[config.mk]
export PLATFORM = sky130hd
export DESIGN_NAME = greedy_quad_merge_plane
export DESIGN_NICKNAME = d
export VERILOG_FILES = /design/src/gqm_pkg.sv /design/src/greedy_quad_merge_plane.sv /design/src/gqm_type_mem.sv /design/src/gqm_span_unit.sv
export SDC_FILE = /design/constraint.sdc
export NUM_CORES = 2
export LEC_CHECK = 0
export ABC_AREA = 1
export BUFFER_PORTS_ARGS = -buffer_cell sky130_fd_sc_hd__buf_2
export CELL_PAD_IN_SITES_DETAIL_PLACEMENT = 0
export CELL_PAD_IN_SITES_GLOBAL_PLACEMENT = 2
export CORE_MARGIN = 4
export CORE_UTILIZATION = 42
export CTS_CLUSTER_SIZE = 20
export DETAILED_ROUTE_END_ITERATION = 10
export GPL_TIMING_DRIVEN = 0
export PLACE_DENSITY_LB_ADDON = 0.12
export SETUP_SLACK_MARGIN = 0.2
export SYNTH_ARGS = -nofsm -noshare
export SYNTH_HDL_FRONTEND = slang
export SYNTH_HIERARCHICAL = 1
export SYNTH_SLANG_ARGS = --single-unit
[constraint.sdc]
create_clock -name clock -period 10.38 [get_ports clock]
set_clock_uncertainty 0.1 [all_clocks]
set_input_delay 1.038 -clock clock [delete_from_list [all_inputs] [get_ports clock]]
set_output_delay 1.038 -clock clock [all_outputs]
set_load 0.005 [all_outputs]
[src/gqm_pkg.sv]
// gqm_pkg: shared constants and types for the greedy quad merge plane
// depends on nothing; imported by every module of the block

package gqm_pkg;

   localparam int PLANE_SIZE_DEF = 16;
   localparam int TYPE_BITS_DEF  = 8;

   localparam int ROW_W   = 4;
   localparam int COL_W   = 4;
   localparam int CTYPE_W = 8;
   localparam int QSIZE_W = 5;
   localparam int NORM_W  = 3;
   localparam int ADDR_W  = 3;
   localparam int DATA_W  = 32;

   localparam logic ACT_WRITE = 1'b0;
   localparam logic ACT_QUAD  = 1'b1;

   localparam logic REG_FACE_NORMAL = 1'b0;

   typedef enum logic [4:0] {
      ST_IDLE = 5'b00001,
      ST_SCAN = 5'b00010,
      ST_LEAD = 5'b00100,
      ST_CHK  = 5'b01000,
      ST_OUT  = 5'b10000
   } state_type;

endpackage

[src/greedy_quad_merge_plane.sv]
// greedy_quad_merge_plane: top level, sequencer and plane bit maps
// uses gqm_pkg, gqm_type_mem, gqm_span_unit
//
//   channel   direction  handshake          payload
//   req_      in         valid / stall      action, cell_row, cell_col, cell_exposed, cell_type
//   rsp_      out        valid / stall      quad_col .. quad_normal, done_res
//   apb       in         psel/penable       face_normal at address 0
//
// a quad transaction scans rows from the scan position, reads the lead row, then checks
// the rows below the quad; the scan steps one row a cycle through the bit maps and the
// downward check one row a cycle through the row-wide type memory
// reset clears maps, scan position and normal; no clearing pass is needed
// a waiting result does not block the next write; a quad result waits for the output slot

module greedy_quad_merge_plane #(
   parameter int PLANE_SIZE = gqm_pkg::PLANE_SIZE_DEF,
   parameter int TYPE_BITS  = gqm_pkg::TYPE_BITS_DEF
) (
   input  logic                           clock,
   input  logic                           reset,
   input  logic                           req_valid,
   output logic                           req_stall,
   input  logic                           req_action,
   input  logic [gqm_pkg::ROW_W-1:0]      req_cell_row,
   input  logic [gqm_pkg::COL_W-1:0]      req_cell_col,
   input  logic                           req_cell_exposed,
   input  logic [gqm_pkg::CTYPE_W-1:0]    req_cell_type,
   output logic                           rsp_valid,
   input  logic                           rsp_stall,
   output logic [gqm_pkg::COL_W-1:0]      rsp_quad_col,
   output logic [gqm_pkg::ROW_W-1:0]      rsp_quad_row,
   output logic [gqm_pkg::QSIZE_W-1:0]    rsp_quad_width,
   output logic [gqm_pkg::QSIZE_W-1:0]    rsp_quad_height,
   output logic [gqm_pkg::CTYPE_W-1:0]    rsp_quad_type,
   output logic [gqm_pkg::NORM_W-1:0]     rsp_quad_normal,
   output logic                           rsp_done_res,
   input  logic                           psel,
   input  logic                           penable,
   input  logic                           pwrite,
   input  logic [gqm_pkg::ADDR_W-1:0]     paddr,
   input  logic [gqm_pkg::DATA_W-1:0]     pwdata,
   output logic [gqm_pkg::DATA_W-1:0]     prdata,
   output logic                           pready
);
   import gqm_pkg::*;

   localparam int IDX_W = $clog2(PLANE_SIZE);
   localparam int W_W   = $clog2(PLANE_SIZE + 1);
   localparam logic [IDX_W-1:0] LAST = IDX_W'(PLANE_SIZE - 1);

   state_type state_ff, state_in;

   logic [PLANE_SIZE-1:0] exposed_ff [PLANE_SIZE];
   logic [PLANE_SIZE-1:0] merged_ff  [PLANE_SIZE];

   logic [IDX_W-1:0]     scan_row_ff, scan_row_in;
   logic [IDX_W-1:0]     scan_col_ff, scan_col_in;
   logic                 scan_end_ff, scan_end_in;
   logic [IDX_W-1:0]     quad_row_ff, quad_row_in;
   logic [IDX_W-1:0]     quad_col_ff, quad_col_in;
   logic [IDX_W-1:0]     chk_row_ff, chk_row_in;
   logic [W_W-1:0]       width_ff, width_in;
   logic [W_W-1:0]       height_ff, height_in;
   logic [PLANE_SIZE-1:0] span_ff, span_in;
   logic [TYPE_BITS-1:0] lead_ff, lead_in;
   logic                 done_ff, done_in;
   logic [NORM_W-1:0]    normal_ff;

   logic                 rsp_valid_ff;
   logic [COL_W-1:0]     rsp_col_ff;
   logic [ROW_W-1:0]     rsp_row_ff;
   logic [QSIZE_W-1:0]   rsp_width_ff;
   logic [QSIZE_W-1:0]   rsp_height_ff;
   logic [CTYPE_W-1:0]   rsp_type_ff;
   logic [NORM_W-1:0]    rsp_normal_ff;
   logic                 rsp_done_ff;

   logic                 req_take;
   logic                 wr_cell;
   logic                 out_load;
   logic [IDX_W-1:0]     wr_row;
   logic [IDX_W-1:0]     wr_col;
   logic [IDX_W-1:0]     cur_row;
   logic                 mem_rd_en;
   logic [IDX_W-1:0]     mem_rd_row;
   logic [TYPE_BITS-1:0] type_row [PLANE_SIZE];
   logic [TYPE_BITS-1:0] lead_sel;
   logic [PLANE_SIZE-1:0] open_mask;
   logic [W_W-1:0]       run_width;
   logic [PLANE_SIZE-1:0] run_span;
   logic [PLANE_SIZE-1:0] cand;
   logic                 cand_any;
   logic [IDX_W-1:0]     cand_col;
   logic                 mark_en;
   logic                 row_fits;

   assign req_stall = (state_ff != ST_IDLE);
   assign req_take  = req_valid & ~req_stall;
   assign wr_row    = IDX_W'(req_cell_row);
   assign wr_col    = IDX_W'(req_cell_col);
   assign wr_cell   = req_take && (req_action == ACT_WRITE)
                      && (int'(req_cell_row) < PLANE_SIZE) && (int'(req_cell_col) < PLANE_SIZE);
   assign out_load  = (state_ff == ST_OUT) && (!rsp_valid_ff || !rsp_stall);

   // one shared row read port into the bit maps
   always_comb begin
      unique case (state_ff)
         ST_LEAD: cur_row = quad_row_ff;
         ST_CHK:  cur_row = chk_row_ff;
         default: cur_row = scan_row_ff;
      endcase
   end

   // first exposed, unmerged cell at or after the scan column
   always_comb begin
      for (int i = 0; i < PLANE_SIZE; i++) begin
         cand[i] = exposed_ff[cur_row][i] & ~merged_ff[cur_row][i] & (i >= int'(scan_col_ff));
      end
      cand_any = |cand;
      cand_col = '0;
      for (int i = PLANE_SIZE - 1; i >= 0; i--) begin
         if (cand[i]) begin
            cand_col = IDX_W'(i);
         end
      end
   end

   assign lead_sel = (state_ff == ST_LEAD) ? type_row[quad_col_ff] : lead_ff;
   assign row_fits = ((open_mask & span_ff) == span_ff);

   gqm_type_mem #(
      .PLANE_SIZE(PLANE_SIZE),
      .TYPE_BITS (TYPE_BITS)
   ) u_type_mem (
      .clock  (clock),
      .wr_en  (wr_cell),
      .wr_row (wr_row),
      .wr_col (wr_col),
      .wr_data(TYPE_BITS'(req_cell_type)),
      .rd_en  (mem_rd_en),
      .rd_row (mem_rd_row),
      .rd_data(type_row)
   );

   gqm_span_unit #(
      .PLANE_SIZE(PLANE_SIZE),
      .TYPE_BITS (TYPE_BITS)
   ) u_span (
      .exposed_row(exposed_ff[cur_row]),
      .merged_row (merged_ff[cur_row]),
      .type_row   (type_row),
      .lead       (lead_sel),
      .start_col  (quad_col_ff),
      .open_mask  (open_mask),
      .run_width  (run_width),
      .run_span   (run_span)
   );

   always_comb begin
      state_in    = state_ff;
      scan_row_in = scan_row_ff;
      scan_col_in = scan_col_ff;
      scan_end_in = scan_end_ff;
      quad_row_in = quad_row_ff;
      quad_col_in = quad_col_ff;
      chk_row_in  = chk_row_ff;
      width_in    = width_ff;
      height_in   = height_ff;
      span_in     = span_ff;
      lead_in     = lead_ff;
      done_in     = done_ff;
      mem_rd_en   = 1'b0;
      mem_rd_row  = scan_row_ff;
      mark_en     = 1'b0;
      unique case (state_ff)
         ST_IDLE: begin
            if (req_take) begin
               if (req_action == ACT_WRITE) begin
                  scan_row_in = '0;
                  scan_col_in = '0;
                  scan_end_in = 1'b0;
               end else begin
                  state_in = ST_SCAN;
               end
            end
         end
         ST_SCAN: begin
            if (scan_end_ff) begin
               done_in  = 1'b1;
               state_in = ST_OUT;
            end else if (cand_any) begin
               quad_row_in = scan_row_ff;
               quad_col_in = cand_col;
               mem_rd_en   = 1'b1;
               mem_rd_row  = scan_row_ff;
               done_in     = 1'b0;
               state_in    = ST_LEAD;
            end else if (scan_row_ff == LAST) begin
               scan_end_in = 1'b1;
               done_in     = 1'b1;
               state_in    = ST_OUT;
            end else begin
               scan_row_in = scan_row_ff + 1'b1;
               scan_col_in = '0;
            end
         end
         ST_LEAD: begin
            lead_in   = lead_sel;
            width_in  = run_width;
            span_in   = run_span;
            height_in = W_W'(1);
            mark_en   = 1'b1;
            if (quad_row_ff == LAST) begin
               state_in = ST_OUT;
            end else begin
               chk_row_in = quad_row_ff + 1'b1;
               mem_rd_en  = 1'b1;
               mem_rd_row = quad_row_ff + 1'b1;
               state_in   = ST_CHK;
            end
         end
         ST_CHK: begin
            if (row_fits) begin
               mark_en   = 1'b1;
               height_in = height_ff + 1'b1;
               if (chk_row_ff == LAST) begin
                  state_in = ST_OUT;
               end else begin
                  chk_row_in = chk_row_ff + 1'b1;
                  mem_rd_en  = 1'b1;
                  mem_rd_row = chk_row_ff + 1'b1;
               end
            end else begin
               state_in = ST_OUT;
            end
         end
         ST_OUT: begin
            if (out_load) begin
               state_in = ST_IDLE;
               if (!done_ff) begin
                  // resume just after the top-left cell of this quad
                  if (quad_col_ff == LAST) begin
                     scan_col_in = '0;
                     if (quad_row_ff == LAST) begin
                        scan_end_in = 1'b1;
                     end else begin
                        scan_row_in = quad_row_ff + 1'b1;
                     end
                  end else begin
                     scan_row_in = quad_row_ff;
                     scan_col_in = quad_col_ff + 1'b1;
                  end
               end
            end
         end
         default: state_in = ST_IDLE;
      endcase
   end

   always_ff @(posedge clock) begin
      if (reset) begin
         state_ff     <= ST_IDLE;
         scan_row_ff  <= '0;
         scan_col_ff  <= '0;
         scan_end_ff  <= 1'b0;
         done_ff      <= 1'b0;
         normal_ff    <= '0;
         rsp_valid_ff <= 1'b0;
         for (int i = 0; i < PLANE_SIZE; i++) begin
            exposed_ff[i] <= '0;
            merged_ff[i]  <= '0;
         end
      end else begin
         state_ff    <= state_in;
         scan_row_ff <= scan_row_in;
         scan_col_ff <= scan_col_in;
         scan_end_ff <= scan_end_in;
         done_ff     <= done_in;
         if (psel && penable && pwrite && pready && (paddr[2] == REG_FACE_NORMAL)) begin
            normal_ff <= pwdata[NORM_W-1:0];
         end
         if (wr_cell) begin
            exposed_ff[wr_row][wr_col] <= req_cell_exposed;
         end
         if (req_take && (req_action == ACT_WRITE)) begin
            for (int i = 0; i < PLANE_SIZE; i++) begin
               merged_ff[i] <= '0;
            end
         end else if (mark_en) begin
            merged_ff[cur_row] <= merged_ff[cur_row] | ((state_ff == ST_LEAD) ? run_span : span_ff);
         end
         if (out_load) begin
            rsp_valid_ff <= 1'b1;
         end else if (!rsp_stall) begin
            rsp_valid_ff <= 1'b0;
         end
      end
   end

   always_ff @(posedge clock) begin
      quad_row_ff <= quad_row_in;
      quad_col_ff <= quad_col_in;
      chk_row_ff  <= chk_row_in;
      width_ff    <= width_in;
      height_ff   <= height_in;
      span_ff     <= span_in;
      lead_ff     <= lead_in;
      if (out_load) begin
         rsp_done_ff <= done_ff;
         if (done_ff) begin
            rsp_col_ff    <= '0;
            rsp_row_ff    <= '0;
            rsp_width_ff  <= '0;
            rsp_height_ff <= '0;
            rsp_type_ff   <= '0;
            rsp_normal_ff <= '0;
         end else begin
            rsp_col_ff    <= COL_W'(quad_col_ff);
            rsp_row_ff    <= ROW_W'(quad_row_ff);
            rsp_width_ff  <= QSIZE_W'(width_ff);
            rsp_height_ff <= QSIZE_W'(height_ff);
            rsp_type_ff   <= CTYPE_W'(lead_ff);
            rsp_normal_ff <= normal_ff;
         end
      end
   end

   assign rsp_valid       = rsp_valid_ff;
   assign rsp_quad_col    = rsp_col_ff;
   assign rsp_quad_row    = rsp_row_ff;
   assign rsp_quad_width  = rsp_width_ff;
   assign rsp_quad_height = rsp_height_ff;
   assign rsp_quad_type   = rsp_type_ff;
   assign rsp_quad_normal = rsp_normal_ff;
   assign rsp_done_res    = rsp_done_ff;

   assign pready = 1'b1;
   assign prdata = (paddr[2] == REG_FACE_NORMAL) ? DATA_W'(normal_ff) : '0;

endmodule

[src/gqm_type_mem.sv]
// gqm_type_mem: block type store, one row of cells per word
// per-cell write lane, registered row read; uses gqm_pkg

module gqm_type_mem #(
   parameter int PLANE_SIZE = gqm_pkg::PLANE_SIZE_DEF,
   parameter int TYPE_BITS  = gqm_pkg::TYPE_BITS_DEF
) (
   input  logic                          clock,
   input  logic                          wr_en,
   input  logic [$clog2(PLANE_SIZE)-1:0] wr_row,
   input  logic [$clog2(PLANE_SIZE)-1:0] wr_col,
   input  logic [TYPE_BITS-1:0]          wr_data,
   input  logic                          rd_en,
   input  logic [$clog2(PLANE_SIZE)-1:0] rd_row,
   output logic [TYPE_BITS-1:0]          rd_data [PLANE_SIZE]
);
   import gqm_pkg::*;

   logic [TYPE_BITS-1:0] type_mem [PLANE_SIZE][PLANE_SIZE];

   always_ff @(posedge clock) begin
      if (wr_en) begin
         type_mem[wr_row][wr_col] <= wr_data;
      end
   end

   always_ff @(posedge clock) begin
      if (rd_en) begin
         rd_data <= type_mem[rd_row];
      end
   end

endmodule

[src/gqm_span_unit.sv]
// gqm_span_unit: per-column open test for one row and run length to the right
// purely combinational lanes; uses gqm_pkg

module gqm_span_unit #(
   parameter int PLANE_SIZE = gqm_pkg::PLANE_SIZE_DEF,
   parameter int TYPE_BITS  = gqm_pkg::TYPE_BITS_DEF
) (
   input  logic [PLANE_SIZE-1:0]           exposed_row,
   input  logic [PLANE_SIZE-1:0]           merged_row,
   input  logic [TYPE_BITS-1:0]            type_row [PLANE_SIZE],
   input  logic [TYPE_BITS-1:0]            lead,
   input  logic [$clog2(PLANE_SIZE)-1:0]   start_col,
   output logic [PLANE_SIZE-1:0]           open_mask,
   output logic [$clog2(PLANE_SIZE+1)-1:0] run_width,
   output logic [PLANE_SIZE-1:0]           run_span
);
   import gqm_pkg::*;

   localparam int W_W = $clog2(PLANE_SIZE + 1);

   logic [PLANE_SIZE:0] shifted;

   always_comb begin
      for (int i = 0; i < PLANE_SIZE; i++) begin
         open_mask[i] = exposed_row[i] & ~merged_row[i] & (type_row[i] == lead);
      end
      shifted = {1'b0, open_mask} >> start_col;
      // lowest zero at or above the start column ends the run
      run_width = W_W'(PLANE_SIZE);
      for (int i = PLANE_SIZE; i >= 0; i--) begin
         if (!shifted[i]) begin
            run_width = W_W'(i);
         end
      end
      for (int i = 0; i < PLANE_SIZE; i++) begin
         run_span[i] = (i >= int'(start_col)) && (i < int'(start_col) + int'(run_width));
      end
   end

endmodule

==> reports/metrics.yaml <==
drv_slew: 31
maxCapViolCount: 5
dp.cells: 16370
via_count: 97430
p_clk_share_pct: 39.4
timing.final.crit_share_pct: 96.38
layout_commonest_cell: "nand2_1"
outcome: "complete, but fails checks"
synth_edf_count: 2748
netlist_instances: 12320
crit_fanout: 10
cp_data_arrival_time_ns: 10.39
p_int_mw: 19.59
dpl_cell_area_um2: 131100
viasPerCell: 5.739
r2r_setup_slack_ns: 0.38
cellLeakagePower_nw: 55.64
rr_worst_depth: 35
ys_seq_area_share_pct: 66.65
die_h_um: 553.2
async_flop_share_pct: 0
overflow: 0
track_usage_pct: 34.75
finalPower_mw: 27.53
ys_ff_latch: 2783
drcViolationCount: 0
rr_endpoint: "u_type_mem/rd_data[113]"
p_sw_share_pct: 28.82
wl_per_cell_um: 32.28
worstSetupPathType: "flop to flop"
period_minus_slack_ns: 10.00
worstHoldPathType: "input port to flop"
synth.avg_cell_area_um2: 10.13
antenna_found_initial: 61
p_sw_mw: 7.934
fmax_mhz: 99.95
die_w_um: 553.2
start_util_pct: 42.35
max_slew.worst_pin.slew_ns: 1.680
grt_pass1_wl_um: 739400
tns_ns: 0
drive_gt1_share_pct: 8.836
final_area_um2: 141000
synthDistinctLibCells: 60
critPathLaunch: "quad_row_ff[0]"
setup.worst_path.end: "u_type_mem/rd_data[113]"
fin_cells: 16980
max_slew_margin_pct: -12.01
cts_buffer_depth: 4
cts-resized-gates: 7
hold_slack_ns: 0.3167
yosysWarnings: 6
seqPwrFrac_pct: 46.1
ant_nets: 1
final_cell_mix: "nand2_1, edfxtp_1, nand3_1"
cts_setup_buffers: 0
worstSetupEndpointType: "flop"
grt_start_max_net_pins: 143
crit_slowest_cell: "clkbuf_1"
ios: 125
rows: 199
tritoncts: "done"
synth_ff_type: "edfxtp_1"
numClockSinks: 2783
violations: "antenna rules, capacitance limit, slew limit"
ir_drop_mv: 0.1689
p_comb_share_pct: 14.5
powerDensity_nw_per_um2: 195.2
cp.required_ns: 10.76
dr.pass1.iters: 8
worstSkewPairLatency_ns: 0.93
synth.cell_area_um2: 124900
critPathLaunchType: "flop"
min_path_cells: 3
dp_hpwl_um: 385300
port_buffers: 63
finalHoldViolCount: 0
rsz0062_at_grt: "false"
core_um2: 294800
htree_levels: 5
nNetsFinal: 12830
cts_root_buf: "clkbuf_16"
clk_pin_slew_ns: 0.06
grt_pass1_vias: 90370
cpPeakStageDelay_ns: 0.66
ctsHoldBuffers: 0
area_growth_pct: 12.95
gp_congestion: 0.9305
drtIter0Drc: 12950
numCtsBuffers: 310
wl_um: 547900
cpMostUsedCell: "nand2_1"
r2r-start: "quad_row_ff[0]"
setup_viol: 0
die-area_um2: 306100
flip-flops by register name, summed over array words and instances (netlist names), 3 cells and up:
name                 cells
u_type_mem/type_mem   2048
rsp_quad_width           5
scan_row_ff              4
state_ff                 5
height_ff                5
merged_ff              256
rsp_quad_height          5
rsp_quad_type            8
normal_ff                3
quad_row_ff              4
width_ff                 5
rsp_quad_row             4
rsp_quad_col             4
chk_row_ff               4
exposed_ff             256
span_ff                 16
rsp_quad_normal          3
u_type_mem/rd_data     128
quad_col_ff              4
lead_ff                  8
scan_col_ff              4
cell usage after synthesis, types with 15 or more instances:
cell      instances  area share, %
a21oi_1          52           0.21
a22oi_1         149           0.90
a22oi_2          19           0.19
buf_1            27          0.081
buf_2           350            1.4
buf_4            72           0.43
buf_6            24           0.22
clkbuf_1        345            1.0
dfxtp_1          35           0.56
edfxtp_1       2748             66
inv_1          1124            3.4
inv_2            18          0.054
nand2_1        3834             12
nand2_2          15          0.075
nand3_1        1595            6.4
nand4_1          61           0.31
nor2_1          869            2.6
nor2_2           15          0.075
nor3_1          285            1.1
o21ai_0         431            1.7
o21ai_1          16          0.064
o22ai_1          61           0.31
or2_2            36           0.18
xnor2_1          24           0.17
xor2_1           19           0.13
cells by family (layout without fill, tap and decap cells):
group / count (synthesis) / count (layout) / share of synthesized area, %
AOI/OAI and AO/OA: 761 / 761 / 3.617
xor gates and xnor gates: 43 / 43 / 0.3016
adders and majority gates: 10 / 10 / 0.1062
buffers and inverters: 1964 / 2616 / 6.622
DFF: 2783 / 2783 / 66.65
other: 2 / 82 / 0.006015
and+or+nand+nor: 6761 / 6761 / 22.69
metrics by stage:
stage | util, % | setup slack [ns]
final | 47.84 | 0.3752
after global routing | 47.80 | 0.2176
after CTS | 47.78 | 0.007385
after detailed placement | 44.46 | -0.2273
after global placement | 44.16 | -1.692
after floorplan | - | 3.028
power by group through the flow:
| stage | clock network [mW] | logic, mW | registers [mW] |
|---|---|---|---|
| 6_report | 10.8 | 3.99 | 12.7 |
| 5_1_grt | 11.4 | 4.16 | 12.7 |
| 4_1_cts | 10.9 | 3.88 | 12.7 |
| 3_5_place_dp | 0 | 3.87 | 12.9 |
| 3_3_place_gp | 0 | 3.82 | 13.0 |
| 2_1_floorplan | 0 | 1.92 | 12.9 |
layer usage:
layer	share of wire, %	GRT usage (%)	vias to the layer above	wire [um]
li1	-	-	42290	-
met4	6.8	20.68	16	37100
met3	9.2	6.113	1202	50340
met2	46	55.62	5673	253100
met1	38	44.31	48250	207200
met5	0.018	0	-	99
worst max-delay path, delay by kind of cell, from the launching register on:
kind                   cells  cell delay, ns
buffers and inverters     12            3.19
AND/OR/NAND/NOR           19            4.66
flip-flops                 1            0.49
AO/OA/AOI/OAI              4            1.04
how the worst min path moves through the flow:
stage	from	endpoint	slack, ns
CTS	pwdata[2]	normal_ff[2]	0.26
finish	pwdata[2]	normal_ff[2]	0.32
global route	pwdata[0]	normal_ff[0]	0.34
detailed placement	scan_row_ff[3]	quad_row_ff[3]	0.36
global placement	scan_row_ff[3]	quad_row_ff[3]	0.35
floorplan	scan_row_ff[3]	quad_row_ff[3]	0.33
area by class of cell:
| cell class | count | area (um2) |
|---|---|---|
| clock buffers | 399 | 8347 |
| inverters | 1146 | 4309 |
| diodes | 52 | 130.1 |
| plain buffers | 818 | 4030 |
| flip-flops and latches | 2783 | 83220 |
| well taps | 3919 | 4903 |
| fillers | 27670 | 153800 |
| multi-input cells | 7605 | 33530 |
| repair buffers | 94 | 1132 |
| clock inverters | 159 | 1424 |
(Power assumes the default switching activity.)
